**src/sv/whf_pkg.sv**
```systemverilog
`timescale 1ns / 1ps
package whf_pkg;
    localparam int MaxPoints  = 16;
    localparam int PtrW       = 4;
    localparam int CoordW     = 16;
    localparam int CordicW    = 36;
    localparam int ZW         = 20;
    localparam int CordicSteps = 16;
    localparam int StepW      = 4;

    localparam logic signed [ZW-1:0] ZHalfPi = 20'sd102944;
    localparam logic signed [17:0] QPiWrap = 18'sd12861;
    localparam logic signed [17:0] QPiNear = 18'sd12868;
    localparam logic signed [17:0] QTwoPi  = 18'sd25723;

    typedef enum logic [1:0] {
        MODE_CLEAR = 2'd0,
        MODE_LOAD  = 2'd1,
        MODE_ARM   = 2'd2,
        MODE_SAMPLE = 2'd3
    } mode_t;

    typedef enum logic [1:0] {
        CFG_COUNT  = 2'd0,
        CFG_REPEAT = 2'd1,
        CFG_SPEED  = 2'd2,
        CFG_DIST   = 2'd3
    } cfg_idx_t;

    typedef enum logic [2:0] {
        ST_IDLE,
        ST_READ,
        ST_PREP,
        ST_RUN,
        ST_WRAP,
        ST_OUT
    } state_t;

    function automatic logic signed [ZW-1:0] atan_entry(input logic [StepW-1:0] i);
        logic signed [ZW-1:0] r;
        begin
            unique case (i)
                4'd0: r = 20'sd51472;
                4'd1: r = 20'sd30385;
                4'd2: r = 20'sd16055;
                4'd3: r = 20'sd8150;
                4'd4: r = 20'sd4091;
                4'd5: r = 20'sd2047;
                4'd6: r = 20'sd1024;
                4'd7: r = 20'sd512;
                4'd8: r = 20'sd256;
                4'd9: r = 20'sd128;
                4'd10: r = 20'sd64;
                4'd11: r = 20'sd32;
                4'd12: r = 20'sd16;
                4'd13: r = 20'sd8;
                4'd14: r = 20'sd4;
                default: r = 20'sd2;
            endcase
            return r;
        end
    endfunction
endpackage

```
**src/sv/waypoint_heading_follower_top.sv**
```systemverilog
`timescale 1ns / 1ps
// waypoint heading follower
// input channel: in_valid / in_stall carries mode, x_pos, y_pos, heading.
// output channel: out_valid / out_stall carries one result per input transfer.
// mode 0 clears the path state, mode 1 loads a waypoint, mode 2 arms,
// mode 3 is a position sample that yields speed and heading commands.
// clear/load/arm and samples while unarmed or finished go straight to the
// output state; a live sample passes table read, setup, the 16-step iterative
// cordic (one micro-rotation per cycle) and wrap before its result.
// one item is processed at a time; in_stall is high while busy.
// the result sits in an output register until taken; while out_stall is
// high the result holds and in_stall stays high, so the next input
// transfer waits until the result is taken.
// reset clears path state to empty, target 1, registers to their reset values;
// waypoint table contents stay undefined until loaded. configuration is written
// via cfg_we/cfg_addr/cfg_data; the user must do so only while idle, unchecked.
module waypoint_heading_follower_top
    import whf_pkg::*;
(
    input  logic               clk,
    input  logic               rst_n,
    input  logic               cfg_we,
    input  logic [1:0]         cfg_addr,
    input  logic [35:0]        cfg_data,
    input  logic               in_valid,
    output logic               in_stall,
    input  logic [1:0]         mode,
    input  logic signed [15:0] x_pos,
    input  logic signed [15:0] y_pos,
    input  logic signed [15:0] heading,
    output logic               out_valid,
    input  logic               out_stall,
    output logic signed [15:0] speed_cmd,
    output logic signed [16:0] angle_cmd,
    output logic               driving,
    output logic               reached,
    output logic               finished,
    output logic               table_full,
    output logic [3:0]         target_index
);
    logic [4:0] count_reg;
    logic repeat_reg;
    logic signed [15:0] speed_reg;
    logic [35:0] dist_thr_reg;

    logic signed [CoordW-1:0] wx_mem [MaxPoints];
    logic signed [CoordW-1:0] wy_mem [MaxPoints];
    logic signed [CoordW-1:0] wx_rd_reg, wy_rd_reg;

    logic [4:0] load_reg;
    logic [PtrW-1:0] ptr_reg;
    logic full_reg, armed_reg, done_reg;

    state_t state_reg, state_next;
    logic signed [CoordW-1:0] px_reg, py_reg;
    logic signed [15:0] alpha_reg;
    logic signed [CoordW:0] dx_reg, dy_reg;
    logic [34:0] dist_reg;

    logic out_valid_reg;
    logic signed [15:0] spd_o_reg;
    logic signed [16:0] ang_o_reg;
    logic drv_o_reg, rch_o_reg;

    logic in_xfer, cordic_start, cordic_busy;
    logic signed [ZW-1:0] z_out;
    logic [4:0] cnt;
    logic signed [CoordW:0] dx_c, dy_c;
    logic [CoordW:0] adx, ady;
    logic [33:0] sq_x, sq_y;
    logic signed [17:0] a0, a1, a2, a3;
    logic signed [ZW-1:0] zr;

    assign in_stall = (state_reg != ST_IDLE) || (out_valid_reg && out_stall);
    assign in_xfer = in_valid && !in_stall;

    // clamp of the path length to 2..16
    assign cnt = (count_reg < 5'd2) ? 5'd2 :
                 (count_reg > 5'(MaxPoints)) ? 5'(MaxPoints) : count_reg;

    // configuration registers
    always_ff @(posedge clk or negedge rst_n)
    begin
        if (!rst_n)
        begin
            count_reg <= 5'd16;
            repeat_reg <= 1'b0;
            speed_reg <= '0;
            dist_thr_reg <= '0;
        end
        else if (cfg_we)
        begin
            unique case (cfg_idx_t'(cfg_addr))
                CFG_COUNT:  count_reg <= cfg_data[4:0];
                CFG_REPEAT: repeat_reg <= cfg_data[0];
                CFG_SPEED:  speed_reg <= cfg_data[15:0];
                CFG_DIST:   dist_thr_reg <= cfg_data;
                default: ;
            endcase
        end
    end

    // waypoint table
    always_ff @(posedge clk)
    begin
        if (in_xfer && mode_t'(mode) == MODE_LOAD && load_reg < cnt)
        begin
            wx_mem[load_reg[PtrW-1:0]] <= x_pos;
            wy_mem[load_reg[PtrW-1:0]] <= y_pos;
        end
        wx_rd_reg <= wx_mem[ptr_reg];
        wy_rd_reg <= wy_mem[ptr_reg];
    end

    whf_cordic u_cordic (
        .clk   (clk),
        .rst_n (rst_n),
        .start (cordic_start),
        .dx    (dx_reg),
        .dy    (dy_reg),
        .busy  (cordic_busy),
        .z_out (z_out)
    );

    always_comb
    begin
        dx_c = CoordW'(0) + (CoordW+1)'(wx_rd_reg) - (CoordW+1)'(px_reg);
        dy_c = (CoordW+1)'(wy_rd_reg) - (CoordW+1)'(py_reg);
        adx = dx_reg[CoordW] ? (CoordW+1)'(-dx_reg) : dx_reg;
        ady = dy_reg[CoordW] ? (CoordW+1)'(-dy_reg) : dy_reg;
        sq_x = adx * adx;
        sq_y = ady * ady;
        zr = (z_out + ZW'(8)) >>> 4;
        a0 = (dx_reg == 0 && dy_reg == 0) ? 18'sd0 : 18'(zr);
        a1 = a0;
        if (a0 > QPiWrap) a1 = a0 - QTwoPi;
        a2 = a1;
        if (a1 < -QPiWrap) a2 = a1 + QTwoPi;
        a3 = a2;
        if (18'(alpha_reg) - a2 > QPiNear) a3 = a2 + QTwoPi;
        else if (a2 - 18'(alpha_reg) > QPiNear) a3 = a2 - QTwoPi;
    end

    // sequencer
    always_comb
    begin
        state_next = state_reg;
        cordic_start = 1'b0;
        unique case (state_reg)
            ST_IDLE:
                if (in_xfer)
                begin
                    if (mode_t'(mode) == MODE_SAMPLE && armed_reg && !done_reg)
                        state_next = ST_READ;
                    else
                        state_next = ST_OUT;
                end
            ST_READ: state_next = ST_PREP;
            ST_PREP:
            begin
                cordic_start = 1'b1;
                state_next = ST_RUN;
            end
            ST_RUN:
                if (!cordic_busy)
                    state_next = ST_WRAP;
            ST_WRAP: state_next = ST_OUT;
            ST_OUT:
                if (!(out_valid_reg && out_stall))
                    state_next = ST_IDLE;
            default: state_next = ST_IDLE;
        endcase
    end

    // path state, datapath and result register
    always_ff @(posedge clk or negedge rst_n)
    begin
        if (!rst_n)
        begin
            state_reg <= ST_IDLE;
            load_reg <= '0;
            ptr_reg <= PtrW'(1);
            full_reg <= 1'b0;
            armed_reg <= 1'b0;
            done_reg <= 1'b0;
            out_valid_reg <= 1'b0;
            drv_o_reg <= 1'b0;
            rch_o_reg <= 1'b0;
            spd_o_reg <= '0;
            ang_o_reg <= '0;
        end
        else
        begin
            state_reg <= state_next;
            if (out_valid_reg && !out_stall)
                out_valid_reg <= 1'b0;
            unique case (state_reg)
                ST_IDLE:
                    if (in_xfer)
                    begin
                        drv_o_reg <= 1'b0;
                        rch_o_reg <= 1'b0;
                        spd_o_reg <= '0;
                        ang_o_reg <= '0;
                        unique case (mode_t'(mode))
                            MODE_CLEAR:
                            begin
                                load_reg <= '0;
                                ptr_reg <= PtrW'(1);
                                full_reg <= 1'b0;
                                armed_reg <= 1'b0;
                                done_reg <= 1'b0;
                            end
                            MODE_LOAD:
                            begin
                                if (load_reg < cnt)
                                begin
                                    load_reg <= load_reg + 5'd1;
                                    full_reg <= (load_reg + 5'd1 >= cnt);
                                end
                                else
                                    full_reg <= 1'b1;
                            end
                            MODE_ARM: armed_reg <= full_reg;
                            default: ;
                        endcase
                    end
                ST_PREP: ;
                ST_WRAP:
                begin
                    if ({29'd0, dist_reg} < {28'd0, dist_thr_reg})
                    begin
                        rch_o_reg <= 1'b1;
                        if ({1'b0, ptr_reg} + 5'd1 >= cnt)
                        begin
                            if (repeat_reg)
                                ptr_reg <= PtrW'(1);
                            else
                                done_reg <= 1'b1;
                        end
                        else
                            ptr_reg <= ptr_reg + 1'b1;
                    end
                    drv_o_reg <= 1'b1;
                    spd_o_reg <= speed_reg;
                    ang_o_reg <= 17'(a3);
                end
                ST_OUT:
                    if (!(out_valid_reg && out_stall))
                        out_valid_reg <= 1'b1;
                default: ;
            endcase
        end
    end

    // sample operands and distance
    always_ff @(posedge clk)
    begin
        if (in_xfer)
        begin
            px_reg <= x_pos;
            py_reg <= y_pos;
            alpha_reg <= heading;
        end
        if (state_reg == ST_READ)
        begin
            dx_reg <= dx_c;
            dy_reg <= dy_c;
        end
        if (state_reg == ST_PREP)
            dist_reg <= 35'(sq_x) + 35'(sq_y);
    end

    assign out_valid    = out_valid_reg;
    assign speed_cmd    = spd_o_reg;
    assign angle_cmd    = ang_o_reg;
    assign driving      = drv_o_reg;
    assign reached      = rch_o_reg;
    assign finished     = done_reg;
    assign table_full   = full_reg;
    assign target_index = ptr_reg;
endmodule

```
**src/sv/whf_cordic.sv**
```systemverilog
`timescale 1ns / 1ps
module whf_cordic
    import whf_pkg::*;
(
    input  logic                     clk,
    input  logic                     rst_n,
    input  logic                     start,
    input  logic signed [CoordW:0]   dx,
    input  logic signed [CoordW:0]   dy,
    output logic                     busy,
    output logic signed [ZW-1:0]     z_out
);
    logic signed [CordicW-1:0] x_reg, x_next, y_reg, y_next;
    logic signed [ZW-1:0] z_reg, z_next;
    logic [StepW-1:0] step_reg, step_next;
    logic busy_reg, busy_next;
    logic signed [CordicW-1:0] xe, ye, xs, ys;

    // one micro-rotation per cycle, shift by the step count
    always_comb
    begin
        xe = CordicW'(dx) <<< 12;
        ye = CordicW'(dy) <<< 12;
        xs = x_reg >>> step_reg;
        ys = y_reg >>> step_reg;
        x_next = x_reg;
        y_next = y_reg;
        z_next = z_reg;
        step_next = step_reg;
        busy_next = busy_reg;
        if (start)
        begin
            busy_next = 1'b1;
            step_next = '0;
            if (dx < 0 && dy >= 0)
            begin
                x_next = ye; y_next = -xe; z_next = ZHalfPi;
            end
            else if (dx < 0)
            begin
                x_next = -ye; y_next = xe; z_next = -ZHalfPi;
            end
            else
            begin
                x_next = xe; y_next = ye; z_next = '0;
            end
            if (dx == 0 && dy == 0)
            begin
                x_next = '0; y_next = '0;
            end
        end
        else if (busy_reg)
        begin
            if (y_reg > 0)
            begin
                x_next = x_reg + ys; y_next = y_reg - xs;
                z_next = z_reg + atan_entry(step_reg);
            end
            else
            begin
                x_next = x_reg - ys; y_next = y_reg + xs;
                z_next = z_reg - atan_entry(step_reg);
            end
            step_next = step_reg + 1'b1;
            if (step_reg == StepW'(CordicSteps - 1))
                busy_next = 1'b0;
        end
    end

    always_ff @(posedge clk or negedge rst_n)
    begin
        if (!rst_n)
        begin
            busy_reg <= 1'b0;
            step_reg <= '0;
        end
        else
        begin
            busy_reg <= busy_next;
            step_reg <= step_next;
        end
    end

    always_ff @(posedge clk)
    begin
        x_reg <= x_next;
        y_reg <= y_next;
        z_reg <= z_next;
    end

    assign busy  = busy_reg;
    assign z_out = z_reg;
endmodule
```
**config.mk**
```make
export PLATFORM = sky130hd
export DESIGN_NAME = waypoint_heading_follower_top
export DESIGN_NICKNAME = d
export VERILOG_FILES = /design/src/sv/whf_pkg.sv /design/src/sv/waypoint_heading_follower_top.sv /design/src/sv/whf_cordic.sv
export SDC_FILE = /design/constraint.sdc
export NUM_CORES = 2
export LEC_CHECK = 0
export ABC_AREA = 1
export BUFFER_PORTS_ARGS = -buffer_cell sky130_fd_sc_hd__buf_4
export CAP_MARGIN = 20
export CORE_MARGIN = 2
export CORE_UTILIZATION = 52
export DETAILED_ROUTE_END_ITERATION = 7
export PLACE_DENSITY = 0.75
export SETUP_SLACK_MARGIN = 0.5
export SLEW_MARGIN = 30
export SYNTH_ARGS = -nofsm -noshare
export SYNTH_HDL_FRONTEND = slang
export SYNTH_SLANG_ARGS = --single-unit
```
**constraint.sdc**
```tcl
create_clock -name clk -period 11.44 [get_ports clk]
set_input_delay 0.572 -clock clk [delete_from_list [all_inputs] [get_ports clk]]
set_output_delay 0.572 -clock clk [all_outputs]
set_load 0.005 [all_outputs]
```
==> impl.org <==
** Synthesis
- After synthesis, the netlist uses 68 different library cells.
- Most numerous cell in the Yosys netlist :: sky130_fd_sc_hd__inv_1
- During synthesis, Yosys emitted a total of 0 warnings.
- Portion of the post-synthesis area used by sequential elements :: between 30% and 40%
- Commonest register cell after synthesis :: sky130_fd_sc_hd__edfxtp_1
- Register bit total from synthesis :: ~870
- In this run, synthesis inferred 721 flip-flops with an integrated enable.
- A synthesized cell averages ~9.3 µm².
- The synthesized design spends more area on one cell type than any other, namely sky130_fd_sc_hd__edfxtp_1.
- Yosys top cell area share :: between 30% and 40%
- Fraction of synthesis flops using an asynchronous set or reset pin :: a little over an eighth
- Post-Syn Instances :: roughly 7100
- The cell area that synthesis handed to floorplanning was roughly 66000 µm².
- Synthesized netlist net count :: between 8000 and 9000
- Yosys attributes the largest share of cell area to sky130_fd_sc_hd__edfxtp_1, sky130_fd_sc_hd__fa_1, sky130_fd_sc_hd__ha_1, sky130_fd_sc_hd__inv_1, sky130_fd_sc_hd__nand2_1.
- After synthesis, the most frequently instantiated cells are sky130_fd_sc_hd__inv_1, sky130_fd_sc_hd__nand2_1, sky130_fd_sc_hd__edfxtp_1.

** Critical path
- Setup slack on the worst reg-to-reg path comes out at 1230 ps.
- Critical path's slowest cell :: sky130_fd_sc_hd__o21ai_1
- In this run the critical register-to-register path is launched from dx_reg[0].
- For this run, the slowest stage of the critical path takes 690 ps.
- Critical path launch point type :: flip-flop
- Launching instance or port of the critical path :: dx_reg[0]
- Critical Path Fanout Max :: 6
- Critical path required time :: 11870 ps
- The worst setup path is captured at a flip-flop.
- Data on the critical path arrives at its endpoint at approximately 11000 ps.
- The critical path in this run is classified as flip-flop to flip-flop.

** Place
- Placed Instance Area :: 68400 µm²
- The count of buffers added on input and output ports is approximately 140.
- Timing analysis after detailed placement gives a worst setup slack of 981 ps.
- Detailed Place HPWL :: roughly 120 mm
- Routability cong. :: between 0.9 and 1

** Timing
- After layout, the worst path uses just under 90% of the clock period.
- Clock tree skew after final layout :: 84.4 ps
- The clock period could shrink to 10210 ps.
- # setup viols final :: 0
- Setup repair after global routing missed its margin :: no
- Tightest slew margin relative to the limit :: roughly 35%
- Total Neg Setup Slack :: 0 ps
- Maximum clock frequency :: a little under 100 MHz
- Setup slack after layout :: 1230 ps
- The number of pins exceeding their max-slew limit in the final report is 0.
- For the pin with the worst max-slew slack, the measured transition is 975 ps.
- The count of final hold-check violations came to 0.

** Hold path
- Class of the worst hold path :: primary input to flip-flop
- HP Start :: heading[4]

** Clocking
- Clk slew on worst S/H paths :: about 60 ps
- Latest clock arrival within the worst-skew pair :: about 750 ps
- Clock Tree Buf Depth :: 3
- CTS tree :: done
- The cell sitting at the root of the clock tree is a sky130_fd_sc_hd__clkbuf_16.
- The number of clock buffers added by TritonCTS is 93.
- The clock tree synthesis step divided the H-tree into 3 levels.
- Sinks on Clock Net :: about 870

** Route
- In this run the remaining antenna-violating nets after routing total 0.
- After detailed routing, the number of remaining DRC violations is 0.
- After detailed routing, the total wire length is 174 mm.
- Dividing the detail-routed via count by the number of cells gives 5.62.
- In this run, the number of DRC markers left after iteration 0 of detailed routing was 4511.
- The pre-antenna-repair detailed-routing pass consisted of 6 iterations.
- Post-detailed-route wirelength per cell :: 19.6 µm
- Summing over every cut layer, the via total after detailed routing is between 40000 and 50000.

** Floorplan
- For this configuration, the core starts out at a cell density of ~52%.
- The floorplan has between 100 and 150 rows.
- In this run the count of I/O pins placed on the die edge is about 140.
- The die is about 360 µm wide.
- After floorplanning, the core was sized to cover 125000 µm².
- Full die area :: about 130000 µm²
- From bottom edge to top edge, the die measures between 300 and 400 µm.

** Global routing
- Entering global routing, the biggest net connects 189 pins.
- First-pass GRT wire length :: ~280 mm
- GRT Overall Usage :: around 27%
- The total overflow left after global routing is 0.
- Antenna violations before repair :: 7
- Vias in the first global route :: 50400

** Run status
- The run finished with clean final reports.

** Cells and area
- Growth of design area from synthesis to finish :: 9.52%
- Number of filler cells placed in the layout :: roughly 11000
- Post-route design area :: a little over 70000 µm²
- In the final layout, the share of cells above drive strength 1 is 7.02%.
- Total number of nets in the final design :: between 8000 and 9000

** Run
- The tool flagged a number of max-cap violations equal to 0.
## metrics by stage
stage                     hold WS [ps]  utilization, %  cells
after floorplan                    276               -   7075
after global placement             449            54.5   8695
after CTS                         1.15            57.1   8870
final                             52.8            57.2   8878
after detailed placement           446            54.6   8696
after global routing              25.2            57.2   8878
## worst max-delay path: cells and delay by family (launching register included)
family	cells	cell delay (ps)
AOI/OAI and AO/OA	6	1830
adders and majority gates	9	4430
DFF	1	520
xor gates and xnor gates	2	260
and+or+nand+nor	15	2430
buffers and inverters	8	490
## metal layers
metal	global-route usage (%)	routed length (µm)	share of wire, %	vias to the layer above
met3	4.74	14800	8.5	365
met5	0	62	0.036	-
met1	36.3	71400	41	24000
met4	8.31	5520	3.2	10
met2	45.0	82400	47	2089
li1	-	-	-	23400
## cell type report
type	instances	area (µm²)	share of cell area, %
multi-input combinational	4660	34700	48.3
sequential	867	25200	35.1
inverter	1305	4910	6.84
clock buffer	126	2550	3.56
tap	1650	2060	2.88
timing repair buffer	222	1760	2.46
clock inverter	47	639	0.891
antenna	1	2.50	0.00349
## kinds of logic after synthesis
kind of cell    count (synthesis)  share of synthesized area [%]
simple gates                 2024                           12.8
buf+inv                      1548                           9.01
compound gates               1326                           11.5
fa+ha+maj                     883                           22.1
flops                         867                           38.4
xor+xnor                      256                           3.57
mux                           171                           2.61
## worst paths after layout
kind	endpoint	cells past startpoint
setup / recovery	dist_reg[34]	40
min in group asynchronous	u_cordic.step_reg[1]	2
hold / removal	alpha_reg[4]	1
hold reg to reg	dist_thr_reg[0]	2
max in group asynchronous	target_index[2]	4
setup reg to reg	dist_reg[34]	40
## layout by cell type, fill, tap and decap left out, types with 171 or more instances in the layout
master                     instances
sky130_fd_sc_hd__inv_1          1271
sky130_fd_sc_hd__nand2_1        1089
sky130_fd_sc_hd__edfxtp_1        721
sky130_fd_sc_hd__o21ai_0         531
sky130_fd_sc_hd__nor2_1          523
sky130_fd_sc_hd__fa_1            455
sky130_fd_sc_hd__ha_1            427
sky130_fd_sc_hd__a21oi_1         420
sky130_fd_sc_hd__buf_4           214
sky130_fd_sc_hd__nand3_1         211
sky130_fd_sc_hd__xor2_1          189
sky130_fd_sc_hd__mux2i_1         171
## what timing repair did
item / in CTS / in global routing
endpoints found under the hold margin: 20 / 0
hold buffers: 1 / 0
buffers inserted: 0 / 5
endpoints found under the setup margin: 0 / 22
resized for setup: 0 / 4
Power is not shown: default switching activity piles up to over one toggle a cycle in this logic, so the estimate is an artifact.
